===== src/hdl/utf8_stream_transcoder_macros.svh =====
// Assertion macros for the UTF-8 stream transcoder.
`ifndef UTF8_STREAM_TRANSCODER_MACROS_SVH
`define UTF8_STREAM_TRANSCODER_MACROS_SVH

`ifndef NO_ASSERTIONS
// Checked on every rising clk_i edge outside reset.
`define UT_ASSERT(lbl, prop, msg) \
  lbl: assert property (@(posedge clk_i) disable iff (!rst_ni) prop) else $error(msg);
// Checked on every rising clk_i edge, reset included.
`define UT_ASSERT_ALWAYS(lbl, prop, msg) \
  lbl: assert property (@(posedge clk_i) prop) else $error(msg);
`else
`define UT_ASSERT(lbl, prop, msg)
`define UT_ASSERT_ALWAYS(lbl, prop, msg)
`endif

`endif


===== src/hdl/utf8st_pkg.sv =====
// Shared types and constants for the UTF-8 stream transcoder.
`default_nettype none
package utf8st_pkg;

  localparam int unsigned CP_W = 21;

  localparam logic [1:0] MODE_UTF32 = 2'd0;
  localparam logic [1:0] MODE_UTF16 = 2'd1;
  localparam logic [1:0] MODE_ASCII = 2'd2;

  localparam logic CFG_IDX_OUTPUT_MODE = 1'b0;
  localparam logic CFG_IDX_REPLACEMENT = 1'b1;

  localparam int unsigned CFG_DATA_W = 7;
  localparam logic [1:0] MODE_RESET = MODE_UTF32;
  localparam logic [6:0] REPL_RESET = 7'd63;

  localparam logic [CP_W-1:0] UTF16_MAX = 21'h10FFFF;
  localparam logic [CP_W-1:0] SUPP_BASE = 21'h010000;
  localparam logic [5:0] HI_SURR_TAG = 6'b110110;
  localparam logic [5:0] LO_SURR_TAG = 6'b110111;

  localparam int unsigned QDEPTH = 4;
  localparam int unsigned QPTR_W = $clog2(QDEPTH);
  localparam int unsigned QCNT_W = $clog2(QDEPTH + 1);

  typedef struct packed {
    logic [CP_W-1:0] code_unit;
    logic            is_error;
    logic            run_last;
    logic            string_end;
  } res_t;

  typedef struct packed {
    logic [1:0] count;
    res_t       res0;
    res_t       res1;
  } dec_out_t;

endpackage
`default_nettype wire


===== src/hdl/utf8st_in_if.sv =====
// Input channel: one UTF-8 byte per transaction.
`default_nettype none
interface utf8st_in_if;
  logic       valid;
  logic       ready;
  logic [7:0] in_byte;
  logic       string_last;

  modport source (output valid, output in_byte, output string_last, input ready);
  modport sink   (input valid, input in_byte, input string_last, output ready);
endinterface
`default_nettype wire


===== src/hdl/utf8st_out_if.sv =====
// Output channel: one code unit per transaction.
`default_nettype none
interface utf8st_out_if;
  logic        valid;
  logic        ready;
  logic [20:0] code_unit;
  logic        is_error;
  logic        run_last;
  logic        string_end;

  modport source (output valid, output code_unit, output is_error, output run_last,
                  output string_end, input ready);
  modport sink   (input valid, input code_unit, input is_error, input run_last,
                  input string_end, output ready);
endinterface
`default_nettype wire


===== src/hdl/utf8st_decode.sv =====
// UTF-8 sequence decoder with output-form conversion; holds decode state.
`default_nettype none
module utf8st_decode (
  input  logic                    clk_i,
  input  logic                    rst_ni,
  input  logic                    step_i,
  input  logic [7:0]              byte_i,
  input  logic                    last_i,
  input  logic [1:0]              mode_i,
  input  logic [6:0]              repl_i,
  output utf8st_pkg::dec_out_t    dec_o
);

  logic [utf8st_pkg::CP_W-1:0] part_q, part_d;
  logic [1:0]                  pend_q, pend_d;
  logic                        disc_q, disc_d;

  logic [utf8st_pkg::CP_W-1:0] shifted;
  logic [utf8st_pkg::CP_W-1:0] emit_cp;
  logic [utf8st_pkg::CP_W-1:0] supp_off;
  logic                        emit_en;
  logic                        fail_en;

  assign shifted  = {part_q[utf8st_pkg::CP_W-7:0], byte_i[5:0]};
  assign supp_off = emit_cp - utf8st_pkg::SUPP_BASE;

  always_comb begin
    dec_o   = '0;
    part_d  = part_q;
    pend_d  = pend_q;
    disc_d  = disc_q;
    emit_en = 1'b0;
    emit_cp = '0;
    fail_en = 1'b0;

    if (disc_q) begin
      if (last_i) disc_d = 1'b0;
    end else if (pend_q != 2'd0) begin
      part_d = shifted;
      pend_d = pend_q - 2'd1;
      if (pend_q == 2'd1) begin
        part_d  = '0;
        emit_en = 1'b1;
        emit_cp = shifted;
      end else begin
        fail_en = last_i;
      end
    end else begin
      priority if (!byte_i[7]) begin
        emit_en = 1'b1;
        emit_cp = {13'd0, byte_i};
      end else if (byte_i[7:5] == 3'b110) begin
        part_d  = {16'd0, byte_i[4:0]};
        pend_d  = 2'd1;
        fail_en = last_i;
      end else if (byte_i[7:4] == 4'b1110) begin
        part_d  = {17'd0, byte_i[3:0]};
        pend_d  = 2'd2;
        fail_en = last_i;
      end else if (byte_i[7:3] == 5'b11110) begin
        part_d  = {18'd0, byte_i[2:0]};
        pend_d  = 2'd3;
        fail_en = last_i;
      end else begin
        fail_en = 1'b1;
      end
    end

    if (emit_en) begin
      dec_o.count           = 2'd1;
      dec_o.res0.code_unit  = emit_cp;
      dec_o.res0.run_last   = 1'b1;
      dec_o.res0.string_end = last_i;
      unique case (mode_i)
        utf8st_pkg::MODE_UTF16: begin
          if (emit_cp > utf8st_pkg::UTF16_MAX) begin
            fail_en = 1'b1;
          end else if (emit_cp >= utf8st_pkg::SUPP_BASE) begin
            dec_o.count           = 2'd2;
            dec_o.res0.code_unit  = {5'd0, utf8st_pkg::HI_SURR_TAG, supp_off[19:10]};
            dec_o.res0.run_last   = 1'b0;
            dec_o.res0.string_end = 1'b0;
            dec_o.res1.code_unit  = {5'd0, utf8st_pkg::LO_SURR_TAG, supp_off[9:0]};
            dec_o.res1.is_error   = 1'b0;
            dec_o.res1.run_last   = 1'b1;
            dec_o.res1.string_end = last_i;
          end
        end
        utf8st_pkg::MODE_ASCII: begin
          if (emit_cp[utf8st_pkg::CP_W-1:7] != '0) begin
            dec_o.res0.code_unit = {14'd0, repl_i};
          end
        end
        default: ;
      endcase
    end

    if (fail_en) begin
      part_d                = '0;
      pend_d                = 2'd0;
      disc_d                = !last_i;
      dec_o                 = '0;
      dec_o.count           = 2'd1;
      dec_o.res0.is_error   = 1'b1;
      dec_o.res0.run_last   = 1'b1;
      dec_o.res0.string_end = last_i;
    end
  end

  always_ff @(posedge clk_i or negedge rst_ni) begin
    if (!rst_ni) begin
      part_q <= '0;
      pend_q <= 2'd0;
      disc_q <= 1'b0;
    end else if (step_i) begin
      part_q <= part_d;
      pend_q <= pend_d;
      disc_q <= disc_d;
    end
  end

endmodule
`default_nettype wire


===== src/hdl/utf8st_outq.sv =====
// Result queue: takes up to two results per cycle, delivers one per transaction.
`default_nettype none
module utf8st_outq (
  input  logic                 clk_i,
  input  logic                 rst_ni,
  input  utf8st_pkg::dec_out_t wr_i,
  output logic                 room_o,
  utf8st_out_if.source         out_o
);

  utf8st_pkg::res_t                  entry_q [utf8st_pkg::QDEPTH];
  logic [utf8st_pkg::QPTR_W-1:0]     wp_q, rp_q;
  logic [utf8st_pkg::QCNT_W-1:0]     cnt_q, cnt_d;
  logic                              pop;
  utf8st_pkg::res_t                  head;

  assign head             = entry_q[rp_q];
  assign out_o.valid      = cnt_q != '0;
  assign out_o.code_unit  = head.code_unit;
  assign out_o.is_error   = head.is_error;
  assign out_o.run_last   = head.run_last;
  assign out_o.string_end = head.string_end;

  assign pop    = out_o.valid && out_o.ready;
  assign room_o = cnt_q <= utf8st_pkg::QCNT_W'(utf8st_pkg::QDEPTH - 2);
  assign cnt_d  = cnt_q + utf8st_pkg::QCNT_W'(wr_i.count) - utf8st_pkg::QCNT_W'(pop);

  always_ff @(posedge clk_i) begin
    if (wr_i.count != 2'd0) entry_q[wp_q] <= wr_i.res0;
    if (wr_i.count == 2'd2) entry_q[wp_q + utf8st_pkg::QPTR_W'(1)] <= wr_i.res1;
  end

  always_ff @(posedge clk_i or negedge rst_ni) begin
    if (!rst_ni) begin
      wp_q  <= '0;
      rp_q  <= '0;
      cnt_q <= '0;
    end else begin
      wp_q  <= wp_q + utf8st_pkg::QPTR_W'(wr_i.count);
      rp_q  <= rp_q + utf8st_pkg::QPTR_W'(pop);
      cnt_q <= cnt_d;
    end
  end

endmodule
`default_nettype wire


===== src/hdl/utf8_stream_transcoder.sv =====
// UTF-8 stream transcoder top level: input register, decoder, result queue.
// Data path: a byte is held in the input register, decoded, then written to the result queue.
// Throughput: one byte per cycle while the queue has room; a surrogate pair holds the output for two transactions.
// The four-entry result queue takes a byte only with room for two results.
// Reset (async, active low) clears decode state and queue; output_mode 0, replacement 63.
`default_nettype none
`include "utf8_stream_transcoder_macros.svh"
module utf8_stream_transcoder (
  input  logic        clk_i,
  input  logic        rst_ni,
  input  logic        cfg_we_i,
  input  logic        cfg_idx_i,
  input  logic [utf8st_pkg::CFG_DATA_W-1:0] cfg_data_i,
  utf8st_in_if.sink   in_i,
  utf8st_out_if.source out_o
);

  logic [1:0] mode_q;
  logic [6:0] repl_q;

  logic       in_valid_q;
  logic [7:0] in_byte_q;
  logic       in_last_q;
  logic       advance;
  logic       room;

  utf8st_pkg::dec_out_t dec, dec_wr;

  always_ff @(posedge clk_i or negedge rst_ni) begin
    if (!rst_ni) begin
      mode_q <= utf8st_pkg::MODE_RESET;
      repl_q <= utf8st_pkg::REPL_RESET;
    end else if (cfg_we_i) begin
      unique case (cfg_idx_i)
        utf8st_pkg::CFG_IDX_OUTPUT_MODE: mode_q <= cfg_data_i[1:0];
        utf8st_pkg::CFG_IDX_REPLACEMENT: repl_q <= cfg_data_i;
      endcase
    end
  end

  assign advance  = in_valid_q && room;
  assign in_i.ready = !in_valid_q || advance;

  always_ff @(posedge clk_i or negedge rst_ni) begin
    if (!rst_ni) begin
      in_valid_q <= 1'b0;
    end else if (in_i.ready) begin
      in_valid_q <= in_i.valid;
    end
  end

  always_ff @(posedge clk_i) begin
    if (in_i.valid && in_i.ready) begin
      in_byte_q <= in_i.in_byte;
      in_last_q <= in_i.string_last;
    end
  end

  utf8st_decode u_decode (
    .clk_i  (clk_i),
    .rst_ni (rst_ni),
    .step_i (advance),
    .byte_i (in_byte_q),
    .last_i (in_last_q),
    .mode_i (mode_q),
    .repl_i (repl_q),
    .dec_o  (dec)
  );

  always_comb begin
    dec_wr = dec;
    if (!advance) dec_wr.count = 2'd0;
  end

  utf8st_outq u_outq (
    .clk_i  (clk_i),
    .rst_ni (rst_ni),
    .wr_i   (dec_wr),
    .room_o (room),
    .out_o  (out_o)
  );

  `UT_ASSERT(a_err_zero,
             out_o.valid && out_o.is_error |-> out_o.code_unit == 21'd0,
             "error result with nonzero code unit")
  `UT_ASSERT(a_end_last,
             out_o.valid && out_o.string_end |-> out_o.run_last,
             "string end without run last")
  `UT_ASSERT(a_pair_utf16,
             advance && dec.count == 2'd2 |->
               mode_q == utf8st_pkg::MODE_UTF16 && !dec.res0.run_last,
             "pair outside UTF-16 mode")
  `UT_ASSERT_ALWAYS(a_empty_ready,
                    !in_valid_q |-> in_i.ready,
                    "input stalled with empty register")

endmodule
`default_nettype wire

===== src/flat_wrapper.sv =====
// flat-port wrapper written by rule: the top's interface ports become plain ports
module utf8_stream_transcoder_flat 
  (clk_i, rst_ni, cfg_we_i, cfg_idx_i, cfg_data_i, in_i_valid, in_i_in_byte, in_i_string_last, in_i_ready, out_o_valid, out_o_code_unit, out_o_is_error, out_o_run_last, out_o_string_end, out_o_ready);
  utf8st_in_if in_i_i ();
  utf8st_out_if out_o_i ();
  input  logic clk_i;
  input  logic rst_ni;
  input  logic cfg_we_i;
  input  logic cfg_idx_i;
  input  logic [utf8st_pkg::CFG_DATA_W-1:0] cfg_data_i;
  input wire logic [$bits(in_i_i.valid)-1:0] in_i_valid;
  input wire logic [$bits(in_i_i.in_byte)-1:0] in_i_in_byte;
  input wire logic [$bits(in_i_i.string_last)-1:0] in_i_string_last;
  output wire logic [$bits(in_i_i.ready)-1:0] in_i_ready;
  output wire logic [$bits(out_o_i.valid)-1:0] out_o_valid;
  output wire logic [$bits(out_o_i.code_unit)-1:0] out_o_code_unit;
  output wire logic [$bits(out_o_i.is_error)-1:0] out_o_is_error;
  output wire logic [$bits(out_o_i.run_last)-1:0] out_o_run_last;
  output wire logic [$bits(out_o_i.string_end)-1:0] out_o_string_end;
  input wire logic [$bits(out_o_i.ready)-1:0] out_o_ready;
  assign in_i_i.valid = in_i_valid;
  assign in_i_i.in_byte = in_i_in_byte;
  assign in_i_i.string_last = in_i_string_last;
  assign in_i_ready = in_i_i.ready;
  assign out_o_valid = out_o_i.valid;
  assign out_o_code_unit = out_o_i.code_unit;
  assign out_o_is_error = out_o_i.is_error;
  assign out_o_run_last = out_o_i.run_last;
  assign out_o_string_end = out_o_i.string_end;
  assign out_o_i.ready = out_o_ready;
  utf8_stream_transcoder u_core (.clk_i(clk_i), .rst_ni(rst_ni), .cfg_we_i(cfg_we_i), .cfg_idx_i(cfg_idx_i), .cfg_data_i(cfg_data_i), .in_i(in_i_i), .out_o(out_o_i));
endmodule

===== config.mk =====
export PLATFORM = sky130hd
export DESIGN_NAME = utf8_stream_transcoder_flat
export DESIGN_NICKNAME = d
export VERILOG_FILES = /design/src/hdl/utf8st_pkg.sv /design/src/hdl/utf8st_in_if.sv /design/src/hdl/utf8st_out_if.sv /design/src/hdl/utf8st_decode.sv /design/src/hdl/utf8st_outq.sv /design/src/hdl/utf8_stream_transcoder.sv /design/src/flat_wrapper.sv
export VERILOG_INCLUDE_DIRS = /design/src /design/src/hdl
export SDC_FILE = /design/constraint.sdc
export NUM_CORES = 1
export LEC_CHECK = 0
export ABC_CLOCK_PERIOD_IN_PS = 4900
export BUFFER_PORTS_ARGS = -buffer_cell sky130_fd_sc_hd__buf_2
export CAP_MARGIN = 40
export CORE_MARGIN = 1
export CORE_UTILIZATION = 40
export DETAILED_ROUTE_END_ITERATION = 6
export SETUP_SLACK_MARGIN = 0.5
export SLEW_MARGIN = 20
export SYNTH_ARGS = -nofsm -noshare
export SYNTH_HDL_FRONTEND = slang
export SYNTH_HIERARCHICAL = 1
export SYNTH_SLANG_ARGS = --single-unit
export TNS_END_PERCENT = 5

===== constraint.sdc =====
create_clock -name clk_i -period 4.9 [get_ports clk_i]
set_input_delay 0.245 -clock clk_i [delete_from_list [all_inputs] [get_ports clk_i]]
set_output_delay 0.245 -clock clk_i [all_outputs]
set_load 0.1 [all_outputs]

---- Word-level counts from Yosys, hierarchy flattened ----
Memories as Yosys holds them, arrays and structs flattened.
Cells that the tools add are included.
word-level totals
  memories ................................ 1
  word-level logic and storage cells ...... 98
  register bits after elaboration ......... 44
  RAM bits ................................ 96
  output and inout port bits .............. 26
memory list
  memory                 words  bits a word  rd ports  clocked after Yosys merged registers in  wr ports  RTL line           text
  u_core.u_outq.entry_q  4      24           1         0                                        2         utf8st_outq.sv:11  utf8st_pkg::res_t entry_q [utf8st_pkg::QDEPTH];
cells by class
  multiplexer cells ....................... 52
  bitwise logic cells ..................... 1
  order comparisons ....................... 3
  equality and inequality tests ........... 8
  add/sub/neg operators ................... 7
  reductions and logical operators ........ 15
operator list
  cell                                                                                    number
  15-bit two-way mux                                                                      8
  26-bit two-way mux                                                                      4
  21-bit two-way mux                                                                      4
  23-bit two-way mux                                                                      3
  50-bit two-way mux                                                                      1
  21-bit one-hot mux with 2 select lines                                                  1
  21-bit by 17-bit greater-or-equal comparator with 1-bit output (second input constant)  1
  21-bit greater-than comparator (second input constant)                                  1
  1-bit two-way mux                                                                       21
  20-bit by 17-bit subtractor with 20-bit output (second input constant)                  1
  2-bit two-way mux                                                                       9
  14-bit nonzero test                                                                     1
  7-bit two-way mux                                                                       1
  3-bit nonzero test                                                                      2
  5-bit equality test (second input constant)                                             1
  5-bit nonzero test                                                                      1
  2-bit by 1-bit equality test with 1-bit output (second input constant)                  2
  2-bit equality test (second input constant)                                             2
  4-bit equality test (second input constant)                                             1
  2-bit AND reduction                                                                     2
  4-bit AND reduction                                                                     1
  2-bit nonzero test                                                                      2
  3-bit by 2-bit adder with 3-bit output                                                  1
  3-bit equality test (second input constant)                                             1
  other kinds (11)                                                                        14

---- Logic depth before layout (Yosys ltp) ----
  depth in word-level cells ............... 15
  mapped depth ............................ 17
  depth with buffers taken out ............ 13

---- Hierarchy ----
The synthesis kept the hierarchy.
by module, submodules not included
  module                  area an instance (sq um)  sequential area each (sq um)  cells each  instances
  utf8st_outq             5158.7                    3057.9                        277         1
  utf8st_decode           1809.2                    450.4                         207         1
  utf8_stream_transcoder  713.2                     528.0                         36          1

---- Worst setup path after synthesis ----
No wires, ideal clock.
  path kind ............................... register -> register
  start ................................... register u_core.u_decode.pend_q[1]
  end ..................................... memory u_core/u_outq/entry_q[0][0] (netlist name), enable pin
  data required time ...................... 4458 ps
  setup slack ............................. -396 ps
  buffers on the path ..................... 4
  stages on the path, launching flop included .. 15
  library setup time ...................... 442 ps
  period minus slack after synthesis ...... 5296 ps
  data arrival time ....................... 4854 ps
  path through ............................ dfrtp_1 buf_2 nor3b_4 clkbuf_1 nand2_1 inv_1 ha_1 a32oi_2 or2_2 nor3_1 buf_4 and3_1 buf_2 nor2_1 o31ai_1
RTL lines
  item                    RTL line              text
  start, declared         utf8st_decode.sv:15   logic [1:0] pend_q, pend_d;
  start signal, assigned  utf8st_decode.sv:117  pend_q <= pend_d;
  end, declared           utf8st_outq.sv:11

==> run summary <==
Design Area, Final: 0.00881 mm^2
top_reg_cell synth: edfxtp_1
Final period util: 0.828
Leak: 3.39 nW
critical-path cell list: nor3b_4 > nand2_1 > inv_1 > ha_1 > a32oi_2 > nor3_4 > o21bai_1 > and3_1 > and4bb_1 > buf_4 > a21o_1 > buf_12
antenna violations before repair: 0
core area: 0.0188 mm^2
Compound-Gate Fraction of Synth Area: 0.0845
fin crit period: 4060 ps
VDD IR max: 513 uV
Arrival @ worst endpoint: 4180 ps
FMAX: 246 MHz
r2r setup slk: 840 ps
clk sinks: 140
CP top delay family: simple AND/OR/NAND/NOR gates
hold_sp: in_i_valid
RSZ-0062 raised after global routing: no
final worst setup slack: 842 ps
Pwr Density: 635 mW/mm^2
adder-cell share of the synthesized area: 0.0156
Placed Cells: 779
FF-to-FF Start: u_core/u_decode/pend_q[0]
clk slew on worst S/H paths: 70 ps
dpl hpwl: 11700 um
initial detailed-routing violation count: 286
Die Footprint: 0.0198 mm^2
Max-Cap Viols: 0
Final Power: 5.60 mW
P&R area growth vs syn: 14.7%
GRT Resource Usage Total: 0.189
final core occ: 0.470
CTS Buf Count: 17
worst-path fanout max: 25
end of the worst hold path: u_core/in_valid_q
DP Worst Slack: 812 ps
global-route wire length before repair: 27600 um
hold_ws: 13.7 ps
Congestion Overflow GR: 0
number of enable flip-flop cells after synthesis: 105
Residual DRC: 0
die height: 141 um
async set or reset register ratio after synthesis: 0.250
placed instance area: 0.00810 mm^2
Via density: 5.60
Skew-Pair Late Insertion Delay: 430 ps
Final GP Congestion: 0.944
Final Max Tran Viols: 0
crit-path max cell delay: 560 ps
Crit. End Element: flop
largest net degree at the start of global routing: 36
setup TNS: 0 ps
CP max stage cell: dfrtp_1
initial core utilization: 0.409
Mapped Cells: 520
synthesized flop and latch total: 140
row count: 50
drt pass-1 iters: 5
start point of the critical path: u_core/u_decode/pend_q[0]
htree depth: 4
XOR/XNOR share of the synthesized area: 0.00798
WS Path Type: flop to flop
Wirelength per Cell: 21.2 um
largest family of logic cells by synthesized area: multiplexers
IO Pins: 48
Hold Path Class: input pin to flop
startpoint types: flop
final std cells w/o fill: 822
post-route ant nets: 0
multiplexer area fraction after synthesis: 0.234
reg2reg end: u_core/u_outq/entry_q[2][5]
final WL: 17400 um
die span in x: 141 um
Syn Area/Cell: 14.8 um^2
final setup fails: 0
Filler cells: 1661
TritonCTS clock tree: yes
CP Data Required Time: 5020 ps
final net count: 606
hold path depth: 2
vias in the first global route: 4795
post-synthesis cell type count: 71
Antenna Cells: 0
CP Buf/Inv Count: 3
share of layout cells above drive strength 1: 0.425
port buffer count: 47
post-route clock skew: 14.2 ps
simple-gate area share of the yosys netlist: 0.0858
root buf cell: clkbuf_16
post-synthesis instance area: 0.00768 mm^2
Slew HR: 0.562
Syn. warnings: 6
status: finished, final reports clean
vias: 4607
Clock Path Buffers: 2
sequential area share after synthesis: 0.525
R2R depth: 12
post-cts sizing count: 0
Worst Tran Pin Value: 651 ps
Final Hold Vio Count: 0
## synth_stat cells (3+ instances only)
library cell / number / area, um^2
edfxtp_1: 105 / 3150
mux2_2: 83 / 935
dfrtp_1: 29 / 726
a22o_1: 24 / 210
mux4_2: 24 / 541
buf_4: 22 / 165
and3_1: 18 / 113
mux2_4: 17 / 255
inv_1: 16 / 60.1
nor2_1: 12 / 45.0
nand2_1: 11 / 41.3
o21ai_0: 11 / 55.1
buf_2: 10 / 50.1
ha_1: 8 / 100
nand2b_1: 8 / 50.1
a21oi_1: 7 / 35.0
nor3_1: 7 / 35.0
dfstp_2: 6 / 158
and2_1: 5 / 31.3
buf_6: 5 / 56.3
mux2_1: 5 / 56.3
nand4_1: 5 / 31.3
o31ai_1: 5 / 37.5
xnor2_1: 5 / 43.8
a32o_1: 4 / 40.0
clkbuf_1: 4 / 15.0
nand3_1: 4 / 20.0
nor2b_1: 4 / 25.0
nor4_1: 3 / 18.8
o2bb2ai_1: 3 / 26.3
## cell usage in the layout, fill, tap and decap left out, drive strengths merged, types with 3 or more instances in the layout
cell	netlist	final
a21oi	7	7
a22o	24	24
a32o	4	4
and2	5	5
and3	18	18
buf	39	63
clkbuf	4	22
clkinv	0	6
conb	1	7
dfrtp	29	29
dfstp	6	6
dlygate4sd3	0	10
edfxtp	105	105
ha	8	8
inv	16	19
mux2	105	105
mux4	24	24
nand2	12	12
nand2b	8	8
nand3	4	4
nand4	5	5
nor2	13	13
nor2b	6	6
nor3	10	10
nor4	3	3
o21ai	14	14
o2bb2ai	3	3
o31ai	5	5
or2	3	3
xnor2	5	5
## area by class of cell
class | instances | area, um^2 | area share
sequential | 140 | 4040 | 0.458
multi-input combinational | 327 | 3340 | 0.379
clock buffer | 22 | 518 | 0.0588
timing repair buffer | 73 | 493 | 0.0559
tap | 234 | 293 | 0.0332
clock inverter | 10 | 75.1 | 0.00852
inverter | 16 | 60.1 | 0.00682
## registers in the layout, summed over array words and instances (netlist names)
register	cells
u_core/in_byte_q	8
u_core/in_last_q	1
u_core/in_valid_q	1
u_core/mode_q	2
u_core/repl_q	7
u_core/u_decode/disc_q	1
u_core/u_decode/part_q	15
u_core/u_decode/pend_q	2
u_core/u_outq/cnt_q	3
u_core/u_outq/entry_q	96
u_core/u_outq/rp_q	2
u_core/u_outq/wp_q	2
## metal layers
metal,up-vias,track usage,share of wire
li1,2138,-,-
met1,2349,0.239,0.45
met2,106,0.321,0.50
met3,14,0.0469,0.043
met4,0,0.0606,0.011
met5,-,0,0
## where the power goes
part	total (mW)	internal (mW)	switching, mW
registers	1.82	1.58	0.239
logic	2.52	0.742	1.78
clock network	1.26	0.756	0.505
## cell families (layout without fill, tap and decap cells)
| family | Yosys count | in the layout |
|---|---|---|
| flip-flops | 140 | 140 |
| multiplexers | 130 | 130 |
| AND/OR/NAND/NOR | 98 | 98 |
| AO/OA/AOI/OAI | 76 | 76 |
| buffers and inverters | 59 | 121 |
| adder cells (fa/ha/maj) | 9 | 9 |
| XOR/XNOR | 7 | 7 |
| other | 1 | 7 |
## worst max path at each step
stage | cells after the start | end | slack [ps]
detailed placement | 12 | u_core/u_outq/entry_q[2][7] | 810
floorplan | 14 | u_core/u_outq/entry_q[1][0] | 390
global placement | 12 | u_core/u_outq/entry_q[2][6] | 820
CTS | 12 | u_core/u_outq/entry_q[2][1] | 790
global route | 11 | u_core/u_outq/entry_q[1][20] | 560
finish | 12 | u_core/u_outq/entry_q[2][5] | 840
## what timing repair did
item | in CTS | in global routing
setup buffers | 0 | 0
hold buffers | 10 | 0
hold endpoints to repair | 38 | 0
Power figures use the tool's default switching activity.
